**config.mk**
```make
export PLATFORM = sky130hd
export DESIGN_NAME = nbpt_div
export DESIGN_NICKNAME = d
export VERILOG_FILES = /design/src/nbpt_pkg.sv /design/src/nbpt_div.sv
export SDC_FILE = /design/constraint.sdc
export NUM_CORES = 1
export LEC_CHECK = 0
export ABC_AREA = 0
export BUFFER_PORTS_ARGS = -buffer_cell sky130_fd_sc_hd__buf_2
export CORE_MARGIN = 1.5
export CORE_UTILIZATION = 57
export CTS_CLUSTER_DIAMETER = 200
export DETAILED_ROUTE_END_ITERATION = 10
export GPL_ROUTABILITY_DRIVEN = 0
export GPL_TIMING_DRIVEN = 1
export PLACE_DENSITY = 0.78
export SLEW_MARGIN = 30
export SYNTH_ARGS = -nofsm -noshare
export SYNTH_HDL_FRONTEND = slang
export SYNTH_SLANG_ARGS = --single-unit
```
**constraint.sdc**
```tcl
create_clock -name clk -period 3 [get_ports clk]
set_input_delay 0.6 -clock clk [delete_from_list [all_inputs] [get_ports clk]]
set_output_delay 0.6 -clock clk [all_outputs]
set_load 0.02 [all_outputs]
```
**src/nbpt_pkg.sv**
```systemverilog
// shared types and constants for the naive bayes pixel trainer
`default_nettype none
package nbpt_pkg;

    // action codes of an input beat
    localparam logic [1:0] ACT_PIXEL = 2'd0;
    localparam logic [1:0] ACT_END   = 2'd1;
    localparam logic [1:0] ACT_LIKE  = 2'd2;
    localparam logic [1:0] ACT_PRIOR = 2'd3;

    // pixel characters
    localparam logic [7:0] CHAR_HASH  = 8'h23;
    localparam logic [7:0] CHAR_PLUS  = 8'h2B;
    localparam logic [7:0] CHAR_SPACE = 8'h20;

    localparam int          NUM_SHADES = 2;
    localparam int          VALUE_W    = 17;
    localparam int          QUOT_BITS  = 17;
    localparam logic [16:0] Q_ONE      = 17'h10000;
    localparam logic [7:0]  K_RESET    = 8'd16;

    typedef struct packed {
        logic busy;
        logic done;
    } div_status_t;

endpackage
`default_nettype wire

```
**src/nbpt_div.sv**
```systemverilog
// restoring divider, one quotient bit per cycle, num < den assumed
`default_nettype none
module nbpt_div #(
    parameter int WIDTH = 21
) (
    input  wire logic                 clk,
    input  wire logic                 rst_n,
    input  wire logic                 start,
    input  wire logic [WIDTH-1:0]     num,
    input  wire logic [WIDTH-1:0]     den,
    output nbpt_pkg::div_status_t     stat,
    output logic [nbpt_pkg::QUOT_BITS-1:0] quot
);
    import nbpt_pkg::*;

    localparam int CNT_W = $clog2(QUOT_BITS + 1);

    logic [WIDTH-1:0]     rem_reg, rem_next;
    logic [WIDTH-1:0]     den_reg, den_next;
    logic [QUOT_BITS-1:0] quot_reg, quot_next;
    logic [CNT_W-1:0]     cnt_reg, cnt_next;
    logic                 busy_reg, busy_next;
    logic                 done_reg, done_next;
    logic [WIDTH:0]       rem2;
    logic                 ge;

    // shifted remainder against divisor
    assign rem2 = {rem_reg, 1'b0};
    assign ge   = (rem2 >= {1'b0, den_reg});

    always_comb
    begin
        rem_next  = rem_reg;
        den_next  = den_reg;
        quot_next = quot_reg;
        cnt_next  = cnt_reg;
        busy_next = busy_reg;
        done_next = 1'b0;
        if (start)
        begin
            rem_next  = num;
            den_next  = den;
            quot_next = '0;
            cnt_next  = '0;
            busy_next = 1'b1;
        end
        else if (busy_reg)
        begin
            rem_next  = ge ? WIDTH'(rem2 - {1'b0, den_reg}) : WIDTH'(rem2);
            quot_next = {quot_reg[QUOT_BITS-2:0], ge};
            cnt_next  = CNT_W'(cnt_reg + CNT_W'(1));
            if (cnt_reg == CNT_W'(QUOT_BITS - 1))
            begin
                busy_next = 1'b0;
                done_next = 1'b1;
            end
        end
    end

    always_ff @(posedge clk or negedge rst_n)
    begin
        if (!rst_n)
        begin
            busy_reg <= 1'b0;
            done_reg <= 1'b0;
            cnt_reg  <= '0;
        end
        else
        begin
            busy_reg <= busy_next;
            done_reg <= done_next;
            cnt_reg  <= cnt_next;
        end
    end

    always_ff @(posedge clk)
    begin
        rem_reg  <= rem_next;
        den_reg  <= den_next;
        quot_reg <= quot_next;
    end

    assign stat.busy = busy_reg;
    assign stat.done = done_reg;
    assign quot      = quot_reg;

endmodule
`default_nettype wire

```
Word-level counts from Yosys, hierarchy flattened
Index checks and enable logic that the tools add are counted.
Storage, ports and cells
  register bits: 66
  bits of input ports: 45
  output and inout port bits: 19
  word-level logic and storage cells: 22
Cells by class
  add/subtract/negate cells: 2
  order comparisons: 1
  equal/unequal tests: 1
  multiplexer cells: 11
  reduce and logical (&&, ||, !) cells: 1
Operator list (number)
  $mux W21: 3
  $ge A22 B21 Y1: 1
  $sub A21 B21 Y21: 1
  $mux W5: 2
  $mux W1: 6
  $add A5 B1 Y5 const B: 1
  $eq A5 B5 Y1 const B: 1
  $reduce_bool A2 Y1: 1

Longest topological paths before layout
  depth in word-level cells: 4
  depth in mapped cells: 13
  mapped depth without buffers: 11

Worst setup path after synthesis
No wires, ideal clock.
  kind: register to register
  start: register rem_reg[0]
  end: register rem_reg[20], data pin
  data arrival time: 2238 ps
  path slack: 501 ps
  stages on the path, launching flop included: 12
  period minus slack after synthesis: 2499 ps
  path through: edfxtp_1 inv_1 fa_1 nand2b_1 a21oi_2 a31oi_4 a211oi_4 o2bb2ai_4 buf_6 nor3b_1 mux2i_1 o311a_1
On the way
  longest elaborated chain between the ends: 4
  elaborated cells on any way between the ends: 5
  those cells by class: 1 x add/sub; 1 x order compare; 3 x mux
Ends and longest elaborated chain
  start, declared: line nbpt_div.sv:18  | logic [WIDTH-1:0] rem_reg, rem_next;
  start signal, assigned: line nbpt_div.sv:78  | rem_reg <= rem_next;
  $sub A21 B21 Y21 / $ge A22 B21 Y1 (equally long branches): line nbpt_div.sv:49, nbpt_div.sv:29
  $mux W21 (*): line nbpt_div.sv:49  | rem_next = ge ? WIDTH'(rem2 - {1'b0, den_reg}) : WIDTH'(rem2);
  $mux W21 (*): line nbpt_div.sv:47  | else if (busy_reg)
  $mux W21 (*): line nbpt_div.sv:39  | if (start)
  net rem_next[20]: line nbpt_div.sv:18
Mark *: on every way through the listed nets, which the timed path passes. The rest lies on a longest branch. The select of a mux whose other input is x is not followed.
A chain may end at the register's enable or synchronous reset.

Worst setup path in the final report
Same ends and word-level chain as after synthesis.

==> reports/results.ini <==
[yosys]
synth_top_area_share_pct = 33.1
ys_warn_count = 0
ys_ff_latch = 66
synth_area_leaders = edfxtp_1, dfxtp_1, ha_1, mux2i_1, dfrtp_1
ys_seq_area_share_pct = 46.6
syn-cell-area_um2 = 3810
yosys.area.top_type = edfxtp_1
synth-edff-count = 42
yosysUniqueCellTypes = 54
ys.flop_type = edfxtp_1
ys_async_sr_fraction_pct = 10.6
synth_cells = 382
syn_nets = 451
synth.avg_cell_area_um2 = 9.99

[clock_network]
clock-sinks = 66
cts_buffers = 9
cts-root-buf = clkbuf_8
htree_levels = 3
cts_tree = built
cts-hold-fix-buffers = 0
postCtsSetupBuffers = 0
clk_path_buf_depth = 2
clkSlewWorstSetupHoldPaths_ps = 80
post_cts_resized = 0
insertion_delay_ps = 350

[placed_design]
hpwl_mm = 5.83
dp_slack_ps = 197
io_buffers = 63
placed_area_um2 = 4190
dp_cells = 515

[layout]
final_area_um2 = 4430
layout.cells.most_common = buf_2
drive_gt1_share_pct = 21.8
multi_input_area_um2 = 1840
layout_common_cells = buf_2, nor2_1, edfxtp_1
diodes = 0
final_util_pct = 69.0
areaGrowthSynthToFinish_pct = 16.2
fillers = 513
fin_cells = 531
regArea_um2 = 1780
finalNetCount = 518

[grt]
grt_max_degree = 29
grt_pass1_wl_mm = 13.5
grt_pass1_vias = 2955
overflow = 0
gr-usage-all-layers_pct = 23.6
antenna_found_initial = 0

[detailed_routing]
drt_wl_total_mm = 8.20
vias = 3066
wire_per_inst_um = 15.4
ant_nets = 0
dr.pass1.iters = 8
route.detailed.drc = 6
vias_per_cell = 5.77
drtIter0Drc = 318

[die]
dieArea_um2 = 7190
fp-row-count = 29
die_h_um = 84.8
die_x_um = 84.8
core_area_um2 = 6420
start_util_pct = 59.4
ios = 64

[timing]
worst_slew_pin_slew_ps = 569
setup_violations = 0
skew_ps = 13.1
slew_headroom_pct = 62.1
finalMaxSlewViolations = 0
final.setup.tns_ps = 0
period_share_pct = 94.0
hold_viol = 0
fin_ws_ps = 181
rsz0062_at_grt = false
fmax_mhz = 355
post-route-min-period_ps = 2820

[worst_setup_path]
worst-endpoint-required_ps = 3100
worst-setup-path-type = reg -> reg
crit_fanout = 10
endpoint_kind = flop
startpoint_type = flop
crit_arrival_ps = 2920

[power_and_ir_drop]
power_leakage_nw = 2.08
peakVddDrop_v = 0.000553
p_per_area_nw_per_um2 = 977

[run]
cap_violations = 0

[outcome]
status = finished with violations
violations = DRC

[worst_hold_path]
hold_class = in -> async

## per-stage QoR
step | hold WS, ps | power [mW]
6_report | 75.8 | 4.33
5_1_grt | 73.2 | 4.62
4_1_cts | 67.1 | 4.29
3_5_place_dp | 444 | 3.39
3_3_place_gp | 443 | 3.34
2_1_floorplan | 304 | 3.01
## cell families after synthesis
group | synth area share [%]
AO/OA/AOI/OAI | 15.7
XOR/XNOR | 4.13
adder cells (fa/ha/maj) | 8.07
buffers and inverters | 5.41
flip-flops | 46.6
multiplexers | 5.77
AND/OR/NAND/NOR | 14.3
## synth_stat cells, types with 6 or more instances
cell,count
a21oi_1,28
a31oi_1,6
dfrtp_1,7
dfxtp_1,17
edfxtp_1,42
ha_1,23
inv_1,26
mux2i_1,22
nand2_1,30
nand2b_1,6
nand4_1,6
nor2_1,43
nor3_1,6
o21a_1,8
o21ai_0,15
o21ai_1,13
xnor2_1,8
xor2_1,10
## worst max-delay path, cell delays in order (launching register included)
cell	delay, ps
edfxtp_1	380
inv_1	70
fa_1	460
nand2b_1	180
a21oi_2	260
a31oi_4	180
a211oi_4	310
o2bb2ai_4	160
buf_4	200
nor3b_1	180
mux2i_1	100
o311a_1	110
## worst paths after layout
path | startpoint | to | slack [ps] | cells past startpoint
worst max-delay path | rem_reg[0] | rem_reg[20] | 180 | 11
max in group asynchronous | rst_n | busy_reg | 2760 | 1
worst min-delay path | rst_n | cnt_reg[1] | 80 | 1
min in group clk | den[17] | den_reg[17] | 420 | 1
worst min register to register | quot[16] | quot[16] | 520 | 2
worst max register to register | rem_reg[0] | rem_reg[20] | 180 | 11
## metal layers
metal	wire (um)	track usage, %	vias up	share of wire (%)
li1	-	-	1489	-
met1	3700	31.2	1425	45
met2	3710	37.1	123	45
met3	533	4.86	29	6.5
met4	253	11.8	0	3.1
met5	0	0	-	0
## layout make-up
class                           instances  area share (%)
Multi-Input combinational cell        272            41.4
Inverter                               28            2.37
Tap cell                               77            2.17
Clock buffer                           11            3.44
Timing Repair Buffer                   72            8.63
Sequential cell                        66            40.1
Clock inverter                          5            1.89
## power breakdown
part	total, mW	switching [mW]	leakage, nW	internal (mW)
Combinational	2.12	1.23	1.30	0.890
Clock	0.894	0.371	0.119	0.523
Sequential	1.31	0.111	0.661	1.20
Total	4.33	1.72	2.08	2.62
Note: power is estimated with default switching activity, not from simulation.
