`config.mk`:
```
export PLATFORM = sky130hd
export DESIGN_NAME = nbpt_ram
export DESIGN_NICKNAME = d
export VERILOG_FILES = /design/src/nbpt_ram.sv
export SDC_FILE = /design/constraint.sdc
export NUM_CORES = 1
export LEC_CHECK = 0
export ABC_CLOCK_PERIOD_IN_PS = 3900
export BUFFER_PORTS_ARGS = -buffer_cell sky130_fd_sc_hd__buf_2
export CAP_MARGIN = 5
export CORE_ASPECT_RATIO = 0.75
export CORE_MARGIN = 5
export CORE_UTILIZATION = 40
export CTS_BUF_LIST = sky130_fd_sc_hd__clkbuf_8 sky130_fd_sc_hd__clkbuf_16
export CTS_CLUSTER_SIZE = 24
export DETAILED_ROUTE_END_ITERATION = 7
export SLEW_MARGIN = 10
export SYNTH_ARGS = -nofsm -noshare
export SYNTH_HDL_FRONTEND = slang
export SYNTH_SLANG_ARGS = --single-unit
```
`constraint.sdc`:
```
create_clock -name clk -period 3.9 [get_ports clk]
set_input_delay 0.39 -clock clk [delete_from_list [all_inputs] [get_ports clk]]
set_output_delay 0.39 -clock clk [all_outputs]
set_load 0.005 [all_outputs]
```
`src/nbpt_ram.sv`:
```
// generic single write port ram with registered read
`default_nettype none
module nbpt_ram #(
    parameter int WIDTH = 16,
    parameter int DEPTH = 16
) (
    input  wire logic                     clk,
    input  wire logic                     we,
    input  wire logic [$clog2(DEPTH)-1:0] waddr,
    input  wire logic [WIDTH-1:0]         wdata,
    input  wire logic [$clog2(DEPTH)-1:0] raddr,
    output logic      [WIDTH-1:0]         rdata
);

    logic [WIDTH-1:0] mem [DEPTH];
    logic [WIDTH-1:0] rdata_reg;

    always_ff @(posedge clk)
    begin
        if (we)
        begin
            mem[waddr] <= wdata;
        end
        rdata_reg <= mem[raddr];
    end

    assign rdata = rdata_reg;

endmodule
`default_nettype wire

```
* After elaboration in Yosys (flattened, before gate mapping)
Memories as Yosys holds them, arrays and structs flattened. A register that Yosys moved wholly into a read port is not among the register bits.
Index checks and enable logic that the tools add are counted.
** Storage, ports and cells
- Register bits :: 0
- Input port bits :: 26
- Memories :: 1
- Word-level logic and storage cells :: 3
- Bits in latches :: 0
- ROM bits :: 0
- Memory bits (writable) :: 256
- Output and inout bits :: 16
** Cells by class
- $mul :: 0
- Magnitude comparators :: 0
- Add/subtract/negate cells :: 0
- Bitwise gates (word level) :: 0
- Shift operators :: 0
- Multiplexer cells :: 2
- Divide/modulo/power cells :: 0
- Reductions and logical operators :: 0
- Equality and inequality tests :: 0
** Memories
- mem :: words 16, width 16, read ports 1, clocked after memory_dff 1, write ports 1, line 15 : logic [WIDTH-1:0] mem [DEPTH];
** Operator list (count)
- 1-bit 2-to-1 mux :: 2

* Logic depth before layout (Yosys ltp)
Gate-level depths: netlist of run 1.
- Depth in word-level cells :: 2
- Gate-level depth with buffers :: 5

* Worst setup path before layout of run 1
OpenSTA, ideal clock, no wires.
- Kind :: input -> register
- Start point :: input waddr[2]
- End point :: memory mem[0][0] (enable)
- Slack :: 1455 ps
- Cell stages on the path :: 2
- Library setup time :: 409 ps
- Data arrival time :: 2036 ps
- Path buffers :: 0
- Cells stage by stage :: or3b_2 nor3_1
** RTL lines
- from (decl) :: line 9 : input wire logic [$clog2(DEPTH)-1:0] waddr,
- to (decl) :: line 15
Straight into the memory's write port.

==> metrics.yaml, run 1 <==
wl_per_cell_um: 24.32
htree_levels: 1
post-cts-setup-buffers: 0
startpoint: "raddr[0]"
end_kind: "flip-flop"
critical_path.endpoint: "rdata[7]$_DFF_P_"
dieArea_um2: 28410
slew_headroom_pct: 24.91
antenna_found_initial: 1
cp_num_cells: 5
cts.sinks: 272
grt_pass1_wl_um: 31240
cp_slowest_stage_delay_ps: 590
ys_seq_elements: 272
r2r_cells: 3
cp_top_family: "buffers and inverters"
drt_iter0_markers: 326
ir_drop_uv: 393.5
setup_viol: 0
fp.dieW_um: 193.0
numCtsBuffers: 26
synthXorXnorAreaFrac_pct: 0
die_y_um: 147.2
place_ws_ps: 1538
yosysSeqAreaShare_pct: 79.73
routed_wl_um: 20860
final_common_cell: "edfxtp_1"
worstPathRequired_ps: 4300
period_share_pct: 45.33
finalInstanceArea_um2: 11610
clock_skew_ps: 5.437
crit_slowest_cell: "mux4_1"
reg2reg_from: "mem[11][2]$_DFFE_PP_"
synth_nets: 458
placementRows: 50
clk_pin_slew_ps: 60
startpoint_type: "input port"
coreArea_um2: 24840
slew_viol_final: 0
synth.cell_area_um2: 10040
gp_congestion: 0.7126
root_buffer: "clkbuf_16"
synth.top_cell.area_share_pct: 76.54
final_cell_mix: "256 x edfxtp_1, 54 x mux4_2, 40 x buf_2, 32 x a22oi_1, 27 x clkbuf_16"
clk_path_buf_depth: 3
start_util_pct: 40.44
portBuffers: 41
largest_register_ffs: 256
ys_warn_count: 0
status: "complete, no violations"
worst_pin_slew_ps: 1121
worstSetupPathType: "in -> reg"
vias: 4532
maxCapViolCount: 0
synth_adder_area_share_pct: 0
insertion_delay_ps: 520
critPathMaxFanout: 36
grt_use_total_pct: 14.92
synth-compound-area-share_pct: 2.392
grt_pass1_vias: 4827
fmax_ghz: 0.5657
path_cells: "buf_4 > buf_12 > mux4_1 > a22oi_1 > nand2_1"
syn_area_per_cell_um2: 23.25
reg2reg_to: "rdata[2]$_DFF_P_"
cts_tree: "built"
synthCells: 432
period_needed_ps: 1768
synthTopCellsByArea: "edfxtp_1 77%, mux4_2 12%, dfxtp_1 3.2%"
viasPerCell: 5.282
ys_types: 19
place_area_um2: 10780
place_hpwl_um: 11000
drc: 0
synth_top_family_by_area: "multiplexers"
hold_buffers: 0
drive_above_1_share_pct: 33.08
grt_start_max_net_pins: 37
drt_first_pass_iters: 4
powerDensity_nw_per_um2: 515.5
area_delta_synth_final_pct: 15.62
rsz0062_at_grt: "false"
critPathArrivalTime_ps: 2170
hold_violations: 0
synth_mux_area_share_pct: 14.73
p_leak_nw: 3.791
gr-total-overflow: 0
reg2reg_slack_ps: 2600
hp-class: "in -> reg"
synth_top_cell_by_area: "edfxtp_1"
critPathBufInv: 2
antenna_cells_inserted: 0
yosys.area_share.simple_pct: 1.919
ios: 42
num-nets-final: 526
finalSetupTns_ps: 0
ant_nets: 0
ctsResizeCount: 0
fin_ws_ps: 2132
[through the flow]
step | total power, W | instances | util [%] | hold slack [ps]
finish | 0.005987 | 858 | 46.76 | 238.8
global route | 0.006198 | 858 | 46.76 | 231.7
CTS | 0.006052 | 858 | 46.76 | 223.4
detailed placement | 0.003635 | 810 | 43.40 | 656.2
global placement | 0.003625 | 810 | 43.40 | 656.4
floorplan | 0.003505 | 432 | - | 488.9
[how the worst min path moves through the flow]
stage	start	endpoint	cells past startpoint
CTS	wdata[10]	mem[1][10]$_DFFE_PP_	1
global placement	mem[13][6]$_DFFE_PP_	rdata[6]$_DFF_P_	3
floorplan	wdata[0]	mem[0][0]$_DFFE_PP_	0
finish	wdata[10]	mem[0][10]$_DFFE_PP_	1
detailed placement	mem[15][5]$_DFFE_PP_	rdata[5]$_DFF_P_	3
global route	wdata[11]	mem[11][11]$_DFFE_PP_	1
[cells in the mapped netlist, drive strengths merged]
library cell	number
nor2	13
nand3b	2
clkbuf	8
nand2b	2
nor3	4
dfxtp	16
mux4	64
nor2b	2
nand2	17
edfxtp	256
nand3	1
a22oi	32
and2	1
buf	13
or3b	1
[area by class of cell]
type,instances,area (um2)
clock buffer,28,689.4
clock inverter,20,145.1
fill,2088,13220
multi-input combinational,139,1964
sequential,272,8008
tap,338,422.9
timing repair buffer,61,382.9
[cells by family (layout without fill, tap and decap cells)]
| family | count (synthesis) | count (layout) |
|---|---|---|
| flops | 272 | 272 |
| mux | 64 | 64 |
| simple gates | 43 | 43 |
| compound gates | 32 | 32 |
| buf+inv | 21 | 109 |
[metal layers]
| metal | share of wire (%) | track usage, % | vias up | wire [um] |
|---|---|---|---|---|
| li1 | - | - | 1978 | - |
| met1 | 42 | 22.35 | 2388 | 8815 |
| met2 | 47 | 23.32 | 132 | 9898 |
| met3 | 8.6 | 2.755 | 32 | 1785 |
| met4 | 1.7 | 2.795 | 2 | 355 |
| met5 | 0.043 | 0 | - | 9 |
[report_power, final]
part / internal (W) / total, W / switching [W] / leakage, nW
Combinational: 0.000120 / 0.000280 / 0.000160 / 0.904
Clock: 0.00140 / 0.00242 / 0.00102 / 0.440
Sequential: 0.00327 / 0.00329 / 0.0000189 / 2.45
Total: 0.00479 / 0.00599 / 0.00120 / 3.79
No activity file was read; power rests on OpenSTA's default activity.
==> run 2: changes to the inputs <==
--- a/config.mk
+++ b/config.mk
@@ -5,7 +5,7 @@
 export SDC_FILE = /design/constraint.sdc
 export NUM_CORES = 1
 export LEC_CHECK = 0
-export ABC_CLOCK_PERIOD_IN_PS = 3900
+export ABC_CLOCK_PERIOD_IN_PS = 1600
 export BUFFER_PORTS_ARGS = -buffer_cell sky130_fd_sc_hd__buf_2
 export CAP_MARGIN = 5
 export CORE_ASPECT_RATIO = 0.75
==> constraint.sdc (replaced) <==
create_clock -name clk -period 1.6 [get_ports clk]
set_input_delay 0.16 -clock clk [delete_from_list [all_inputs] [get_ports clk]]
set_output_delay 0.16 -clock clk [all_outputs]
set_load 0.005 [all_outputs]
==> metrics.yaml, run 2 (synthesized netlist as in run 1, its figures left out) <==
status: "complete, no violations"
cts.sinks: 272
cts_tree: "built"
gp_congestion: 0.7392
multi_input_area_um2: 1989
antenna_found_initial: 1
fillCellCount: 2056
gr-total-overflow: 0
timing.hold.ws_ps: 10.42
finalSetupTns_ps: 0
vias: 4699
hold_violations: 0
placedCellCount: 821
setup_viol: 0
area_delta_synth_final_pct: 19.18
die_y_um: 147.2
critPathMaxFanout: 1
slew_headroom_pct: 29.89
grt_start_max_net_pins: 33
grt_use_total_pct: 15.17
numCtsBuffers: 26
critPathArrivalTime_ps: 1720
crit_slowest_cell: "mux4_1"
drc: 0
coreArea_um2: 24840
drt_first_pass_iters: 5
place_hpwl_um: 11970
root_buffer: "clkbuf_16"
clk_pin_slew_ps: 60
grt_pass1_wl_um: 31820
fp.dieW_um: 193.0
seq_area_um2: 8008
period_needed_ps: 1316
p_leak_nw: 3.949
htree_levels: 1
clk_path_buf_depth: 3
portBuffers: 41
viasPerCell: 5.364
worstPathRequired_ps: 2010
wl_per_cell_um: 23.83
worstSetupPathType: "reg -> reg"
final_common_cell: "edfxtp_1"
worst_pin_slew_ps: 1047
ios: 42
rsz0062_at_grt: "false"
dieArea_um2: 28410
post-cts-setup-buffers: 0
largest_register_ffs: 256
fin_util_pct: 48.20
final_cell_mix: "256 x edfxtp_1, 54 x mux4_2, 40 x buf_2, 32 x a22oi_1, 27 x clkbuf_16"
cp_slowest_stage_delay_ps: 540
placementRows: 50
place_ws_ps: -0.2993
clock_skew_ps: 7.783
path_cells: "mux4_1 > a22oi_1 > nand2_1"
routed_wl_um: 20870
end_kind: "flip-flop"
ir_drop_uv: 968.8
stdcell_count: 876
grt_pass1_vias: 5001
ant_nets: 0
drive_above_1_share_pct: 33.27
fin_ws_ps: 284.3
antenna_cells_inserted: 0
drt_iter0_markers: 463
period_share_pct: 82.23
insertion_delay_ps: 530
maxCapViolCount: 0
num-nets-final: 544
startpoint_type: "flip-flop"
slew_viol_final: 0
ctsResizeCount: 0
hp-class: "in -> reg"
start_util_pct: 40.44
fmax_ghz: 0.7600
powerDensity_nw_per_um2: 1219
-- run 2: routing by layer --
layer	GRT usage (%)	wire length, um	vias up	share of wire (%)
met5	0	7	-	0.034
met4	2.689	307	2	1.5
met1	24.11	9853	2514	47
met2	22.09	9278	145	44
li1	-	-	2013	-
met3	3.040	1423	25	6.8
-- run 2: cell type report --
type | count | share of cell area [%]
flip-flops and latches | 272 | 66.90
clock buffers | 30 | 5.989
well taps | 338 | 3.533
multi-input cells | 139 | 16.62
clock inverters | 18 | 0.9198
repair buffers | 79 | 6.042
-- run 2: per-stage QoR --
step	power [W]	area, um2
6_report	0.01459	11970
5_1_grt	0.01514	11970
3_3_place_gp	0.008889	11070
2_1_floorplan	0.008544	10070
4_1_cts	0.01473	11970
3_5_place_dp	0.008917	11070
-- run 2: critical path: cells and delay by family (launching register included) --
family | cells | cell delay [ps]
and+or+nand+nor | 1 | 80
AOI/OAI and AO/OA | 1 | 240
DFF | 1 | 350
muxes | 1 | 540
-- run 2: path summary, 6_finish.rpt --
path,from,to,slack [ps],cells past startpoint
setup / recovery,mem[1][1]$_DFFE_PP_,rdata[1]$_DFF_P_,280,3
hold / removal,wdata[11],mem[9][11]$_DFFE_PP_,10,1
setup reg to reg,mem[1][1]$_DFFE_PP_,rdata[1]$_DFF_P_,280,3
hold reg to reg,mem[14][5]$_DFFE_PP_,rdata[5]$_DFF_P_,670,3
-- run 2: power by group --
group	total [W]	internal (W)	switching [W]
clock network	0.00583	0.00335	0.00249
registers	0.00801	0.00796	0.0000507
logic	0.000744	0.000336	0.000408
-- run 2: timing repair --
item | 4_1_cts | 5_1_grt
setup endpoints to repair | 0 | 0
endpoints found under the hold margin | 92 | 0
hold buffers | 7 | 0
